File: config.mk
export PLATFORM = sky130hd
export DESIGN_NAME = ppfi_mul
export DESIGN_NICKNAME = d
export VERILOG_FILES = /design/src/rtl/core/ppfi_mul.sv
export SDC_FILE = /design/constraint.sdc
export NUM_CORES = 1
export LEC_CHECK = 0
export BUFFER_PORTS_ARGS = -buffer_cell sky130_fd_sc_hd__buf_2
export CORE_ASPECT_RATIO = 0.8
export CORE_UTILIZATION = 50
export DETAILED_ROUTE_END_ITERATION = 10
export GPL_TIMING_DRIVEN = 0
export PLACE_DENSITY = 0.82
export REMOVE_ABC_BUFFERS = 1
export SLEW_MARGIN = 15
export SYNTH_ARGS = -nofsm -noshare
export SYNTH_HDL_FRONTEND = slang
export SYNTH_SLANG_ARGS = --single-unit
File: constraint.sdc
create_clock -name clk -period 6.75 [get_ports clk]
set_input_delay 0 -clock clk [delete_from_list [all_inputs] [get_ports clk]]
set_output_delay 0 -clock clk [all_outputs]
set_load 0.005 [all_outputs]
File: src/rtl/core/ppfi_mul.sv
// Bit-serial 64x64 unsigned shift-add multiplier, one multiplier bit per cycle.
// Depends on nothing; used by the force integrator core.
module ppfi_mul (
  input  logic         clk,
  input  logic         rst,
  input  logic         start,
  input  logic [63:0]  a,
  input  logic [63:0]  b,
  output logic         done,
  output logic [127:0] prod
);

  logic [63:0] a_r;
  logic [63:0] hi;
  logic [63:0] lo;
  logic [5:0]  cnt;
  logic        run;
  logic [64:0] sum;

  assign sum  = {1'b0, hi} + (lo[0] ? {1'b0, a_r} : 65'd0);
  assign prod = {hi, lo};

  always_ff @(posedge clk) begin
    if (rst) begin
      run  <= 1'b0;
      done <= 1'b0;
      cnt  <= '0;
    end else begin
      done <= 1'b0;
      if (start) begin
        a_r <= a;
        hi  <= '0;
        lo  <= b;
        cnt <= '0;
        run <= 1'b1;
      end else if (run) begin
        hi  <= sum[64:1];
        lo  <= {sum[0], lo[63:1]};
        cnt <= cnt + 6'd1;
        if (cnt == 6'd63) begin
          run  <= 1'b0;
          done <= 1'b1;
        end
      end
    end
  end

endmodule
**Yosys cells after proc, flatten, opt, wreduce, memory -nomap -nowiden**

Cells that the tools add are included.
W data, S select, Z words.

- Add/sub/neg operators: 2
- Eq/ne operators: 1
- Multiplexer cells: 8
- Bitwise operators: 2
- Reductions and logical operators: 5

Operators by type and width:

| cell | count |
|---|---|
| $mux W64 | 4 |
| $add A64 B64 Y65 | 1 |
| $add A6 B1 Y6 const B | 1 |
| $eq A6 B6 Y1 const B | 1 |
| $mux W1 | 4 |
| $reduce_and A2 Y1 | 2 |
| $reduce_or A3 Y1 | 1 |
| $not A1 Y1 | 2 |
| $reduce_bool A2 Y1 | 1 |
| $reduce_or A2 Y1 | 1 |

- Register bits after elaboration: 200
- Bits of input ports: 131
- Output and inout bits: 129
- Word-level logic and storage cells: 24

**Logic depth before layout (Yosys ltp)**

- Word-level depth: 4
- Gate-level depth with buffers: 14

**Worst setup path after synthesis**

No wires, ideal clock.

- Kind: register -> register
- From: register run
- To: register run
- Data arrival time: 6.493 ns
- Required time: 6.669 ns
- Setup slack: 0.176 ns
- Cell stages (with the launch flop): 5
- Path buffers: 1
- Cell sequence: dfxtp_1 > clkbuf_1 > nor2_1 > nor2_1 > o31a_1

- Cells in the longest elaborated chain, start to end: 2

RTL lines:

| what | line | text |
|---|---|---|
| start, declared | 17 | `logic run;` |
| start signal, assigned | 25 | `run <= 1'b0;` |
| start signal, assigned | 35 | `run <= 1'b1;` |
| start signal, assigned | 41 | `run <= 1'b0;` |
| $mux W1 | 36 | `end else if (run) begin` |
| $mux W1 | 30 | `if (start) begin` |

Every way passes these cells.
A chain may end at the register's enable or synchronous reset.

**Worst setup path after layout**

- From: register lo[0]
- To: register hi[59] (data pin)

- Cells in the longest elaborated chain, start to end: 3

RTL lines:

| what | line | text |
|---|---|---|
| start, declared | 15 | `logic [63:0] lo;` |
| start signal, assigned | 38 | `lo <= {sum[0], lo[63:1]};` |
| $mux W64 | 20 | `assign sum = {1'b0, hi} + (lo[0] ? {1'b0, a_r} : 65'd0);` |
| $add A64 B64 Y65 | 20 |  |
| $mux W64 | 36 |  |
| end signal, assigned | 37 | `hi <= sum[64:1];` |
| end, declared | 14 | `logic [63:0] hi;` |

Every way passes these cells. The select of a mux whose other input is x is not followed.

==> results by group <==
Yosys
  – Main synth FF type: edfxtp_1
  – Post-Synthesis Cells: 1010
  – Post-synthesis mux area share: 6.94%
  – Compound-Gate Fraction of Synth Area: 13.2%
  – Distinct cells, synth: 63
  – Post-Synth Simple-Gate Area: 14.1%
  – Sequential area share after synthesis: 52.1%
  – Seq cells post-synth: 200
  – Avg Cell Area, Syn: 11.3 um^2
  – Main combinational cell family by area after synthesis: simple AND/OR/NAND/NOR gates
  – Post-synth EDFFs: 192
  – Synth Area in Adders: 7.33%
  – Yosys warning count: 0
  – Netlist Area Pre-Place: 11400 um^2
  – Async set-reset flop share out of synthesis: 0%
  – Xor/xnor share of the synthesized area: 4.08%

Worst setup path
  – Crit path launch type: register
  – CP Class: register to register
  – Crit. End Element: register
  – Critical Path Fanout Max: 22
  – Worst Path Arrival: 4980 ps
  – Worst Path Required: 6920 ps

Route
  – WL/cell: 18.8 um
  – Drt total wl: 31900 um
  – Residual DRC count: 0
  – Vias after detailed routing: 9659
  – DR iter-0 viols: 818
  – Metal-1 WL: 13300 um
  – Met2 routed WL: 15200 um
  – First-pass detailed-route iteration total: 5
  – Top Metal Used: met4
  – Routed length on met3: 2580 um
  – Antenna-violating nets left: 0
  – Vias/cell: 5.68

Timing
  – RSZ-0062 raised after global routing: false
  – Fmax: 0.208 GHz
  – Endpoints failing setup: 0
  – Minimum clock period: 4810 ps
  – Worst slew pin tran: 702 ps
  – Final Hold Fails: 0
  – Part of the cycle the worst path needs: 71.3%
  – WHS: 15.1 ps
  – Max-slew violation count: 0
  – Clock skew: 17.7 ps
  – Rel. slew slack: 53.2%

Finish
  – Commonest non-fill, non-tap cell in the layout: buf_2
  – Post-route cell area: 15000 um^2
  – Most used cells in the layout excluding fill and tap cells: buf_2, edfxtp_1, dlygate4sd3_1, nor2_1, a21oi_1
  – Layout Nets: 1583
  – Layout cells sized above 1: 26.7%
  – Finished Layout Cells: 1700
  – Fillers: 1557
  – Synthesis-to-finish area growth: 32.2%
  – Fin util: 68.6%

Clock network
  – CTS tree: built
  – Clock sinks: 200
  – Clk pin slew, worst setup/hold paths: 80 ps
  – CTS Buf Count: 17
  – H-tree level count: 4
  – Clock latency on the worst-skew pair: 440 ps
  – Clock root buffer: clkbuf_16
  – Clock tree buffer depth: 2
  – Post_cts resized: 0

Place
  – HPWL after DPL: 21400 um
  – I/O Buffers: 259
  – Inst Count DP: 1539
  – DP Area: 13100 um^2
  – Final GP Congestion: 0.938

Global routing
  – Initial antenna violation count: 1
  – First-pass GRT wire length: 49400 um
  – Overflow after GRT: 0
  – Largest net degree at the start of global routing: 79
  – Global Route Usage Sum: 27.6%
  – Number of global-route vias before repair: 9514

Floorplanning
  – Die W: 171 um
  – I/O pins: 260
  – Die Area: 23400 um^2
  – Core Region: 21900 um^2
  – Vert. Die Dim: 137 um
  – # rows: 48
  – Initial Utilization: 51.9%

Power and ir drop
  – Leakage Power: 6.26 nW
  – PwrDens: 226 nW/um^2
  – Max VDD drop: 0.181 mV

Run status
  – Status: completed

Worst hold path
  – HP Class: input port to register

Job
  – Maxcap violations: 0
-- report_power, final --
part           internal (mW)  switching, mW
clock network          0.590          0.477
registers               1.48         0.0488
logic                  0.364          0.437
-- synth_stat cells (all sizes together), types with 3 or more instances --
cell / instances / area [um^2]
a211oi: 11 / 87.6
a21boi: 3 / 22.5
a21o: 31 / 233
a21oi: 82 / 410
a221oi: 5 / 50.0
a31oi: 7 / 43.8
and2: 68 / 425
and3: 11 / 68.8
buf: 8 / 36.3
clkbuf: 32 / 121
dfxtp: 8 / 160
edfxtp: 192 / 5770
ha: 65 / 813
inv: 23 / 86.3
mux2: 68 / 769
nand2: 66 / 248
nand2b: 5 / 31.3
nand3: 8 / 40.0
nand4: 18 / 113
nor2: 97 / 364
nor2b: 13 / 81.3
nor3: 20 / 100
nor4: 5 / 31.3
o21a: 7 / 52.6
o21ai: 41 / 209
o21bai: 18 / 135
o31ai: 7 / 52.6
or3: 4 / 25.0
or4: 3 / 22.5
xnor2: 26 / 228
xor2: 27 / 236
-- repair_timing --
item                                    CTS  global route
endpoints found under the hold margin   128             0
setup buffers                             0             0
hold buffers                            128             0
endpoints found under the setup margin    0             0
-- cell type report --
cell class              instances  area (um^2)  area share, %
diodes                          1         2.50         0.0167
clock buffers                  20          437           2.91
clock inverters                12          164           1.09
inverters                      23         86.3          0.575
multi-input cells             747         5220           34.7
flip-flops and latches        200         5930           39.4
well taps                     300          375           2.50
repair buffers                397         2820           18.8
-- routing by layer --
metal | track usage [%] | vias up
met2 | 45.6 | 491
met1 | 36.1 | 4603
met4 | 9.31 | 0
met5 | 0 | -
li1 | - | 4514
met3 | 6.04 | 51
-- registers in the layout (all words and copies together), names as in the netlist --
name,cells
hi,64
a_r,64
lo,64
cnt,6
run,1
done,1
-- metrics by stage --
step / TNS [ps] / worst slack [ps] / total power [mW]
6_report: 0 / 1940 / 3.40
5_1_grt: 0 / 1580 / 3.53
4_1_cts: 0 / 1990 / 3.39
3_5_place_dp: 0 / 1990 / 2.27
3_3_place_gp: -545530 / -4160 / 2.25
2_1_floorplan: 0 / 268 / 2.02
-- cells by family (layout without fill, tap and decap cells) --
| family | count (synthesis) | after routing |
|---|---|---|
| xor+xnor | 53 | 53 |
| other cells | 0 | 1 |
| fa+ha+maj | 66 | 66 |
| compound gates | 233 | 233 |
| simple gates | 325 | 325 |
| buf+inv | 63 | 452 |
| mux | 70 | 70 |
| flops | 200 | 200 |
-- worst max-delay path: stages, from the launching register on --
cell	delay [ps]
edfxtp_1	680
buf_16	290
and2_1	150
ha_1	220
fa_1	440
a211oi_1	360
o21ai_0	280
a211oi_1	500
nor3_1	150
o31ai_1	490
a21oi_1	260
o31ai_1	450
xor2_1	200
nor2_1	60
-- worst paths after layout --
path / from / to / slack [ps] / cells past startpoint
worst min register to register: cnt[5] / cnt[5] / 510 / 2
worst min-delay path: rst / cnt[0] / 20 / 3
worst max register to register: lo[0] / hi[59] / 1940 / 13
worst max-delay path: lo[0] / hi[59] / 1940 / 13
No activity file was read; power rests on OpenSTA's default activity.
