### config.mk
export PLATFORM = sky130hd
export DESIGN_NAME = ppfi_ram
export DESIGN_NICKNAME = d
export VERILOG_FILES = /design/src/rtl/core/ppfi_ram.sv
export SDC_FILE = /design/constraint.sdc
export NUM_CORES = 1
export LEC_CHECK = 0
export BUFFER_PORTS_ARGS = -buffer_cell sky130_fd_sc_hd__buf_2
export CAP_MARGIN = 20
export CORE_ASPECT_RATIO = 0.7
export CORE_UTILIZATION = 48
export DETAILED_ROUTE_END_ITERATION = 6
export PLACE_DENSITY = 0.69
export SETUP_SLACK_MARGIN = 0.5
export SLEW_MARGIN = 25
export SYNTH_ARGS = -nofsm -noshare
export SYNTH_HDL_FRONTEND = slang
export SYNTH_SLANG_ARGS = --single-unit
### constraint.sdc
create_clock -name clk -period 2.15 [get_ports clk]
set_input_delay 0.1075 -clock clk [delete_from_list [all_inputs] [get_ports clk]]
set_output_delay 0.1075 -clock clk [all_outputs]
set_load 0.02 [all_outputs]
### src/rtl/core/ppfi_ram.sv
// Generic simple dual-port RAM, one write and one registered read port.
// No dependencies.
module ppfi_ram #(
  parameter int WIDTH = 8,
  parameter int DEPTH = 16,
  localparam int AW = (DEPTH > 1) ? $clog2(DEPTH) : 1
) (
  input  logic             clk,
  input  logic             we,
  input  logic [AW-1:0]    waddr,
  input  logic [WIDTH-1:0] wdata,
  input  logic             re,
  input  logic [AW-1:0]    raddr,
  output logic [WIDTH-1:0] rdata
);

  logic [WIDTH-1:0] mem [DEPTH];

  always_ff @(posedge clk) begin
    if (we) begin
      mem[waddr] <= wdata;
    end
    if (re) begin
      rdata <= mem[raddr];
    end
  end

endmodule

==> Word-level counts from Yosys, hierarchy flattened <==
Memory sizes are Yosys's and may differ from the RTL's. A register that Yosys moved wholly into a read port is not among the register bits.
Index checks and enable logic that the tools add are counted.
{ "word_totals": {"register_bits": 0, "latchBits": 0, "ram_bits": 128, "mem_bits_ro": 0, "inputBits": 19, "out_inout_bits": 8, "word_cells": 3, "n_memories": 1} }
{ "classes": {"add_sub_neg": 0, "n_mul": 0, "n_div": 0, "order_cmp": 0, "n_eq_ne": 0, "shift": 0, "muxes": 2, "bitwise": 0, "n_reduce_logical": 0} }
{ "memory_table": {"columns": ["memory", "words", "word_bits", "read_ports", "rd_clocked_by_memory_dff", "wr", "line_no", "rtl"], "rows": [
  ["mem", 16, 8, 1, 1, 1, "17", "logic [WIDTH-1:0] mem [DEPTH];"]
]} }
{ "ops": {"columns": ["cell", "count"], "rows": [
  ["two-way mux 1 bit", 2]
]} }

==> Longest topological paths before layout <==
Gate-level depths: netlist (run 1).
{ "logic_depth": {"word_depth": 2, "depth_mapped": 5, "ltp_nobuf": 3} }

==> Worst setup path before layout (run 1) <==
Ideal clock, no wire load.
{ "synth_timing": {"kind": "input -> register", "start": "in waddr[2]", "end": "mem mem[0][0], enable pin", "setup_time_ps": 383, "arrival_time_ps": 1217, "required_ps": 1767, "path_slack_ps": 550, "path_stages": 2, "path_buffers": 0, "path_cell_list": "or3b_2 > nor3_1"} }
{ "synth_lines": {"columns": ["element", "line_no", "rtl"], "rows": [
  ["from (decl)", "10", "input logic [AW-1:0] waddr,"],
  ["to (decl)", "17", null]
]} }
Straight into the memory's write port.

==> results of run 1 <==
## synthesized netlist by cell type
library cell	count	share of area, %
a22oi_1	16	2.3
and2_1	1	0.12
and2b_1	1	0.14
buf_2	3	0.29
buf_4	1	0.14
buf_6	3	0.65
clkdlybuf4s25_2	3	0.57
edfxtp_1	136	78
mux4_1	14	7.0
mux4_2	18	7.8
nand2_1	9	0.65
nand2b_1	2	0.24
nand3_1	1	0.096
nand3b_1	2	0.29
nor2_1	13	0.93
nor2b_1	1	0.12
nor3_1	4	0.38
or3b_2	1	0.17
## placed cells by master, fill, tap and decap left out
cell type	Yosys	routed
bufinv_16	0	7
inv_6	0	1
clkinvlp_4	0	2
a22oi_1	16	16
buf_12	0	2
clkinv_1	0	2
and2b_1	1	1
and2_1	1	1
mux4_1	14	14
clkinv_2	0	2
nand2_1	9	9
nand3b_1	2	2
buf_4	1	17
clkbuf_16	0	17
clkbuf_1	0	1
nor3_1	4	4
buf_2	3	26
nor2_1	13	13
nor2b_1	1	1
or3b_2	1	1
edfxtp_1	136	136
nand2b_1	2	2
mux4_2	18	18
nand3_1	1	1
## sequential cells by signal, indices dropped and copies added, names as in the netlist
name / cells
rdata: 8
mem: 128
## cell families (layout without fill, tap and decap cells)
family                 after synthesis  count (layout)
flip-flops                         136             136
AND/OR/NAND/NOR                     35              35
multiplexers                        32              32
buffers and inverters               10              77
AO/OA/AOI/OAI                       16              16
## power groups by stage
stage               registers, uW  logic, uW  clock network, uW
floorplan                    3070        151                  0
global placement             3060        281                  0
detailed placement           3060        288                  0
CTS                          3010        291               3360
global route                 3010        310               3480
finish                       3010        287               3330
## worst register-to-register path, cell delays in order, from the launching register on
cell,delay (ns)
edfxtp_1,0.37
mux4_1,0.54
a22oi_1,0.26
nand2_1,0.08
## metal layers
metal,vias to the layer above,global-route usage [%],part of all wire (%)
met4,0,7.251,1.1
met3,13,7.181,11
met2,131,29.53,44
met1,1295,29.37,44
met5,-,0,0
li1,1096,-,-
## area by class of cell
type                       instances  area [sq um]  area share, %
tap                              132         165.2          2.628
sequential                       136          4084          64.98
clock buffer                      18         429.2          6.829
multi-input combinational         83          1057          16.82
timing repair buffer              45         297.8          4.738
clock inverter                    14         251.5          4.002
## stage by stage
stage / total power, uW / worst slack, ns / instances / cell area, sq um
floorplan: 3221 / 0.5496 / 229 / 5228
global placement: 3340 / 0.4315 / 396 / 5604
detailed placement: 3350 / 0.4093 / 396 / 5604
CTS: 6661 / 0.6208 / 428 / 6285
global route: 6804 / 0.5564 / 428 / 6285
finish: 6622 / 0.6457 / 428 / 6285
## worst min path at each step
stage	from	cells past startpoint	endpoint
finish	re	1	rdata[2]
global placement	re	1	rdata[7]
global route	re	1	rdata[0]
CTS	re	1	rdata[7]
detailed placement	re	1	rdata[7]
floorplan	wdata[0]	0	mem[0][0]
==> flow_summary.json, run 1 <==
{
  "status": "finished clean",
  "syn_nets": 248,
  "dp_hpwl_um": 6319,
  "crit_path_end_kind": "flop",
  "cts_tree": "built",
  "worstSetupEndpoint": "rdata[0]",
  "p_leak_uw": 0.002145,
  "crit_path_start": "mem[1][0]",
  "die_h_um": 89.31,
  "via_per_inst": 5.923,
  "hold-worst-slack_ns": 0.07945,
  "final.setup.tns_ns": 0,
  "p_sw_share_pct": 18.67,
  "cpPeakStageDelay_ns": 0.54,
  "synth-compound-area-share_pct": 2.298,
  "vias": 2535,
  "grt_util_all_layers_pct": 20.48,
  "internal-power_uw": 5386,
  "grt_max_degree": 33,
  "crit_type": "flop to flop",
  "r2r_cells": 3,
  "r2r_start": "mem[1][0]",
  "cts_resized": 0,
  "grt_pass1_vias": 2482,
  "synth_fa_ha_area_share_pct": 0,
  "crit_fanout": 1,
  "post_cts_buffers": 0,
  "pwr-share-clk_pct": 50.2,
  "synth_seq_cells": 136,
  "power_frac_seq_pct": 45.4,
  "path_depth": 3,
  "root_buffer": "clkbuf_16",
  "cts-hold-fix-buffers": 0,
  "fmax_mhz": 664.8,
  "cp_cell_sequence": "mux4_1 > a22oi_1 > nand2_1",
  "period_share_pct": 69.97,
  "die_area_sq_um": 11320,
  "clock_latency_ns": 0.42,
  "die_w_um": 126.7,
  "grt-ovfl-total": 0,
  "p_switching_uw": 1236,
  "ys_seq_area_share_pct": 78.12,
  "syn_area_sq_um": 5228,
  "drc_errors": 0,
  "rsz0062_at_grt": "false",
  "grt_pass1_wl_um": 15340,
  "coreArea_sq_um": 10470,
  "combPwrFrac_pct": 4.3,
  "ctsLongestPathBuffers": 2,
  "synth_warnings": 0,
  "synth_top_family_by_area": "multiplexers",
  "cts_buffers": 17,
  "post-route-util_pct": 60.01,
  "syn2layout_area_growth_pct": 20.23,
  "cp.required_ns": 2.31,
  "min-delay-path-class": "primary input to flop",
  "place.gp.congestion": 0.7303,
  "r2r_slack_ns": 0.65,
  "start_util_pct": 49.92,
  "drive_gt1_share_pct": 31.42,
  "synth.area.mux_share_pct": 14.79,
  "drt-total-wl_um": 10330,
  "cp_num_buf_inv": 0,
  "cp.arrival_ns": 1.67,
  "num_antenna_cells": 0,
  "antenna_found_initial": 0,
  "slew_viol_final": 0,
  "fin_crit_ns": 1.504,
  "pwr_density_cell_nw_per_um2": 1054,
  "yosys.area_share.simple_pct": 3.135,
  "ios": 27,
  "critical_path.top_delay_family": "multiplexers",
  "synth_cell_types": 18,
  "ant_nets": 0,
  "clock_skew_ns": 0.008733,
  "start_kind": "flop",
  "nNetsFinal": 302,
  "cp_slowest_cell": "mux4_1",
  "fill_cells": 732,
  "clock-sinks": 136,
  "h-tree-depth": 4,
  "first_iter_violations": 272,
  "synth_area_per_cell_sq_um": 22.83,
  "post_drt_wl_per_cell_um": 24.13,
  "timing.rr.end": "rdata[0]",
  "io_buffers": 26,
  "num_rows": 31,
  "drt-pass1-iter-count": 4,
  "cap_violations": 0,
  "setup_viol": 0,
  "peakVddDrop_mv": 0.6789,
  "syn_inst": 229,
  "slew_headroom_pct": 49.44,
  "tightest_slew_ns": 0.7555,
  "clk_pin_slew_ns": 0.06,
  "hold_viol_final": 0,
  "synth_xor_area_share_pct": 0
}
Note: power is estimated with default switching activity, not from simulation.
==> run 2: changes to the inputs <==
- PLACE_DENSITY: 0.69 -> 0.71
- clock period: 2.15 -> 1.25 ns (I/O delays scaled with it)
==> run 2 against run 1 <==
The run now ends with negative setup slack left. Sequential share of layout area fell by 3.6 points. Critical path depth is the same. Non-clock buffer count is 13 higher. Global-route usage grew 0.37 points. Via count decreased by 1.4%. Sequential cell count unchanged. First-iteration DRC count is 29% lower. Register-to-register slack got worse by 0.80 ns. Setup slack got worse by 0.80 ns. Count of clock-buffer cells in the layout unchanged.
==> flow_summary.json, run 2 (same netlist as run 1, synthesis figures left out) <==
{
  "syn2layout_area_growth_pct": 27.19,
  "top_regs": "mem x128, rdata x8",
  "num_antenna_cells": 0,
  "cts_tree": "built",
  "peakVddDrop_mv": 1.040,
  "violations": "negative setup slack",
  "cap_violations": 0,
  "first_iter_violations": 193,
  "h-tree-depth": 4,
  "vias": 2500,
  "worstSetupEndpoint": "rdata[6]",
  "ant_nets": 0,
  "clock_skew_ns": 0.008771,
  "pre_cts_slack_ns": -0.3351,
  "min-delay-path-class": "primary input to flop",
  "ctsLongestPathBuffers": 2,
  "cp_slowest_cell": "mux4_2",
  "slew_headroom_pct": 37.73,
  "drt-total-wl_um": 10330,
  "grt_busiest_layer": "met2",
  "nNetsFinal": 315,
  "place_inst": 401,
  "root_buffer": "clkbuf_16",
  "r2r_cells": 3,
  "cts_buffers": 17,
  "die_area_sq_um": 11320,
  "crit_type": "flop to flop",
  "via_per_inst": 5.682,
  "dp_hpwl_um": 6493,
  "grt-ovfl-total": 0,
  "clock-sinks": 136,
  "die_h_um": 89.31,
  "period_share_pct": 112.4,
  "mostFrequentLayoutCells": "136 x edfxtp_1, 32 x mux4_2, 17 x clkbuf_16, 17 x buf_6, 17 x buf_12",
  "final_common_cell": "edfxtp_1",
  "grt_util_met2_pct": 32.65,
  "tightest_slew_ns": 0.9321,
  "instances_no_fill": 440,
  "grt_pass1_wl_um": 15840,
  "fin_crit_ns": 1.406,
  "clk_pin_slew_ns": 0.06,
  "p_leak_uw": 0.002197,
  "post_drt_wl_per_cell_um": 23.48,
  "die_w_um": 126.7,
  "r2r_start": "mem[8][6]",
  "total_power_uw": 10250,
  "rsz0062_at_grt": "true",
  "met1_usage_pct": 28.89,
  "r2r_slack_ns": -0.16,
  "largest-register": "mem",
  "finalWorstSetupSlack_ns": -0.1555,
  "cp.required_ns": 1.41,
  "hold-worst-slack_ns": 0.03102,
  "pwr_density_cell_nw_per_um2": 1542,
  "crit_path_end_kind": "flop",
  "crit_fanout": 1,
  "drive_gt1_share_pct": 46.75,
  "cp_num_buf_inv": 0,
  "place.gp.congestion": 0.7477,
  "critical_path.top_delay_family": "multiplexers",
  "crit_path_start": "mem[8][6]",
  "cpPeakStageDelay_ns": 0.49,
  "status": "finished, violations left",
  "ios": 27,
  "num_rows": 31,
  "use_met3_pct": 5.446,
  "drt-pass1-iter-count": 4,
  "path_depth": 3,
  "grt_pass1_vias": 2701,
  "setup_viol": 8,
  "grt_max_degree": 17,
  "slew_viol_final": 0,
  "clock_latency_ns": 0.41,
  "drc_errors": 0,
  "hold_viol_final": 0,
  "antenna_found_initial": 0,
  "cp.arrival_ns": 1.56,
  "largest_reg_flops": 128,
  "start_kind": "flop",
  "cp_cell_sequence": "mux4_2 > a22oi_2 > nand2_1",
  "coreArea_sq_um": 10470,
  "fmax_mhz": 711.5,
  "grt_util_all_layers_pct": 20.85,
  "start_util_pct": 49.92,
  "io_buffers": 26,
  "timing.rr.end": "rdata[6]"
}
-- run 2: per-stage QoR --
stage | util [%] | TNS, ns | instance area [sq um]
after floorplan | - | -0.1309 | 5376
after global placement | 56.05 | -3.702 | 5869
after detailed placement | 56.05 | -4.897 | 5869
after CTS | 63.41 | -1.001 | 6640
after global routing | 63.49 | -1.356 | 6649
final | 63.49 | -0.9580 | 6649
-- run 2: timing repair --
item	in CTS	in global routing
endpoints found under the setup margin	112	80
pin swaps	10	4
buffers inserted	8	0
resized for setup	31	2
hold buffers	0	0
hold endpoints to repair	0	0
-- run 2: layout make-up --
class	instances	area (sq um)
Fill cell	695	3824
Clock inverter	13	88.84
Clock buffer	18	429.2
Multi-Input combinational cell	83	1202
Tap cell	132	165.2
Sequential cell	136	4084
Timing Repair Buffer	58	679.4
-- run 2: report_power, final --
part           internal (uW)  switching, uW
combinational            304            347
sequential              5140           33.8
clock                   2660           1760
-- run 2: metal layers --
layer	routed length, um	vias to the layer above
met2	4869	63
met3	462	12
met1	4874	1323
met4	124	0
met5	0	-
li1	-	1102
-- run 2: worst min-delay path by stage --
| stage | start | to | slack [ns] | depth (start not counted) |
|---|---|---|---|---|
| after floorplan | wdata[0] | mem[0][0] | 0.16 | 0 |
| after global placement | wdata[7] | mem[12][7] | 0.45 | 1 |
| after detailed placement | wdata[7] | mem[12][7] | 0.45 | 1 |
| after CTS | wdata[7] | mem[12][7] | 0.02 | 1 |
| after global routing | wdata[7] | mem[12][7] | 0.02 | 1 |
| final | wdata[7] | mem[12][7] | 0.03 | 1 |
==> run 3: changes to the inputs <==
- HOLD_SLACK_MARGIN: not set -> 0.05
==> run 3 against run 2 <==
The run still ends with negative setup slack left. Maximum frequency decreased by 0.27%. Count of clock-buffer cells in the layout unchanged. Die area unchanged. Clock power about the same. Sequential cell count unchanged. Clock skew decreased by 0.0016 ns. Sequential power about the same. Via count increased by 1.0%.
==> flow_summary.json, run 3 (same netlist as run 1, synthesis figures left out) <==
{
  "status": "finished, violations left",
  "violations": "negative setup slack",
  "clock_skew_ns": 0.007132,
  "multi_input_area_sq_um": 1202,
  "cp.arrival_ns": 1.57,
  "drt-pass1-iter-count": 4,
  "fmax_mhz": 709.5,
  "root_buffer": "clkbuf_16",
  "crit_fanout": 1,
  "peakVddDrop_mv": 1.038,
  "cp.required_ns": 1.41,
  "post-route-util_pct": 63.97,
  "crit_path_end_kind": "flop",
  "largest_reg_flops": 128,
  "rsz0062_at_grt": "true",
  "num_antenna_cells": 0,
  "placed_area_sq_um": 5869,
  "grt_pass1_wl_um": 15880,
  "place.gp.congestion": 0.7477,
  "via_per_inst": 5.674,
  "pwr_density_cell_nw_per_um2": 1533,
  "p_switching_uw": 2149,
  "slew_headroom_pct": 38.22,
  "final_common_cell": "edfxtp_1",
  "post_drt_wl_per_cell_um": 23.14,
  "p_sw_share_pct": 20.93,
  "period_share_pct": 112.8,
  "syn2layout_area_growth_pct": 28.15,
  "r2r_slack_ns": -0.16,
  "hold_viol_final": 0,
  "largest-register": "mem",
  "fill_cells": 689,
  "power_frac_seq_pct": 50.4,
  "die_w_um": 126.7,
  "drt-total-wl_um": 10300,
  "io_buffers": 26,
  "combPwrFrac_pct": 6.4,
  "slew_viol_final": 0,
  "fin_crit_ns": 1.409,
  "cpPeakStageDelay_ns": 0.48,
  "min_from": "re",
  "clock-sinks": 136,
  "drc_errors": 0,
  "cts_tree": "built",
  "grt_max_degree": 17,
  "r2r_start": "mem[1][1]",
  "internal-power_uw": 8119,
  "coreArea_sq_um": 10470,
  "clk_pin_slew_ns": 0.05,
  "vias": 2525,
  "die_h_um": 89.31,
  "start_kind": "flop",
  "critical_path.top_delay_family": "multiplexers",
  "pwr-share-clk_pct": 43.2,
  "pre_cts_slack_ns": -0.3351,
  "mostFrequentLayoutCells": "136 x edfxtp_1, 32 x mux4_2, 17 x clkbuf_16, 17 x buf_6, 17 x buf_12",
  "cap_violations": 0,
  "grt_pass1_vias": 2711,
  "cp_num_buf_inv": 0,
  "ios": 27,
  "final.setup.tns_ns": -0.9708,
  "ant_nets": 0,
  "p_leak_uw": 0.002217,
  "grt-ovfl-total": 0,
  "crit_path_start": "mem[1][1]",
  "first_iter_violations": 213,
  "top_regs": "mem x128, rdata x8",
  "regArea_sq_um": 4084,
  "clock_latency_ns": 0.41,
  "finalWorstSetupSlack_ns": -0.1594,
  "nNetsFinal": 320,
  "cp_cell_sequence": "mux4_2 > a22oi_2 > nand2_1",
  "antenna_found_initial": 0,
  "crit_type": "flop to flop",
  "num_rows": 31,
  "grt_util_all_layers_pct": 20.88,
  "ctsLongestPathBuffers": 2,
  "drive_gt1_share_pct": 46.01,
  "min-delay-path-class": "primary input to flop",
  "h-tree-depth": 4,
  "tightest_slew_ns": 0.9248,
  "dp_hpwl_um": 6493,
  "cp_slowest_cell": "mux4_2",
  "die_area_sq_um": 11320,
  "cts_buffers": 17,
  "start_util_pct": 49.92,
  "setup_viol": 8,
  "fin_area_sq_um": 6699
}
run 3: changes by cell type in the layout (fill, tap and decap cells not counted):
cell	delta
dlygate4sd3_1	+5
run 3: layout make-up:
| type | instances | share of cell area (%) |
|---|---|---|
| flip-flops and latches | 136 | 60.96 |
| well taps | 132 | 2.465 |
| clock buffers | 18 | 6.406 |
| repair buffers | 63 | 10.89 |
| clock inverters | 13 | 1.326 |
| multi-input cells | 83 | 17.95 |
run 3: worst reg2reg max path, delay by kind of cell (launching register included):
family | cells | cell delay, ns
mux | 1 | 0.48
simple gates | 1 | 0.07
compound gates | 1 | 0.19
flops | 1 | 0.42
run 3: final timing paths:
| path | end | cells after the start |
|---|---|---|
| max | rdata[1] | 3 |
| min | rdata[2] | 1 |
| max reg2reg | rdata[1] | 3 |
| min reg2reg | rdata[7] | 3 |
run 3: through the flow:
stage               hold WS (ns)  instances  power, uW
floorplan                 0.1614        229       5598
global placement          0.4483        401       5830
detailed placement        0.4513        401       5853
CTS                      0.03658        444      10300
global route             0.03135        445      10570
finish                   0.04595        445      10270
run 3: per-layer routing:
metal | wire length (um) | track usage (%) | vias up
met2 | 4854 | 32.75 | 79
met4 | 130 | 7.792 | 0
met3 | 529 | 5.446 | 13
met5 | 0 | 0 | -
met1 | 4781 | 28.89 | 1321
li1 | - | - | 1112
run 3: timing repair:
| item | CTS | global route |
|---|---|---|
| cloned | 0 | 0 |
| gates resized for setup | 31 | 2 |
| hold buffers | 4 | 1 |
| endpoints found under the hold margin | 72 | 15 |
| setup endpoints to repair | 112 | 80 |
| setup buffers | 8 | 0 |
| pin swaps | 10 | 4 |
run 3: power groups by stage:
stage          combinational [uW]  sequential, uW  clock, uW
6_report                      661            5170       4430
5_1_grt                       705            5180       4680
4_1_cts                       661            5180       4460
3_5_place_dp                  590            5260          0
3_3_place_gp                  570            5260          0
2_1_floorplan                 316            5280          0
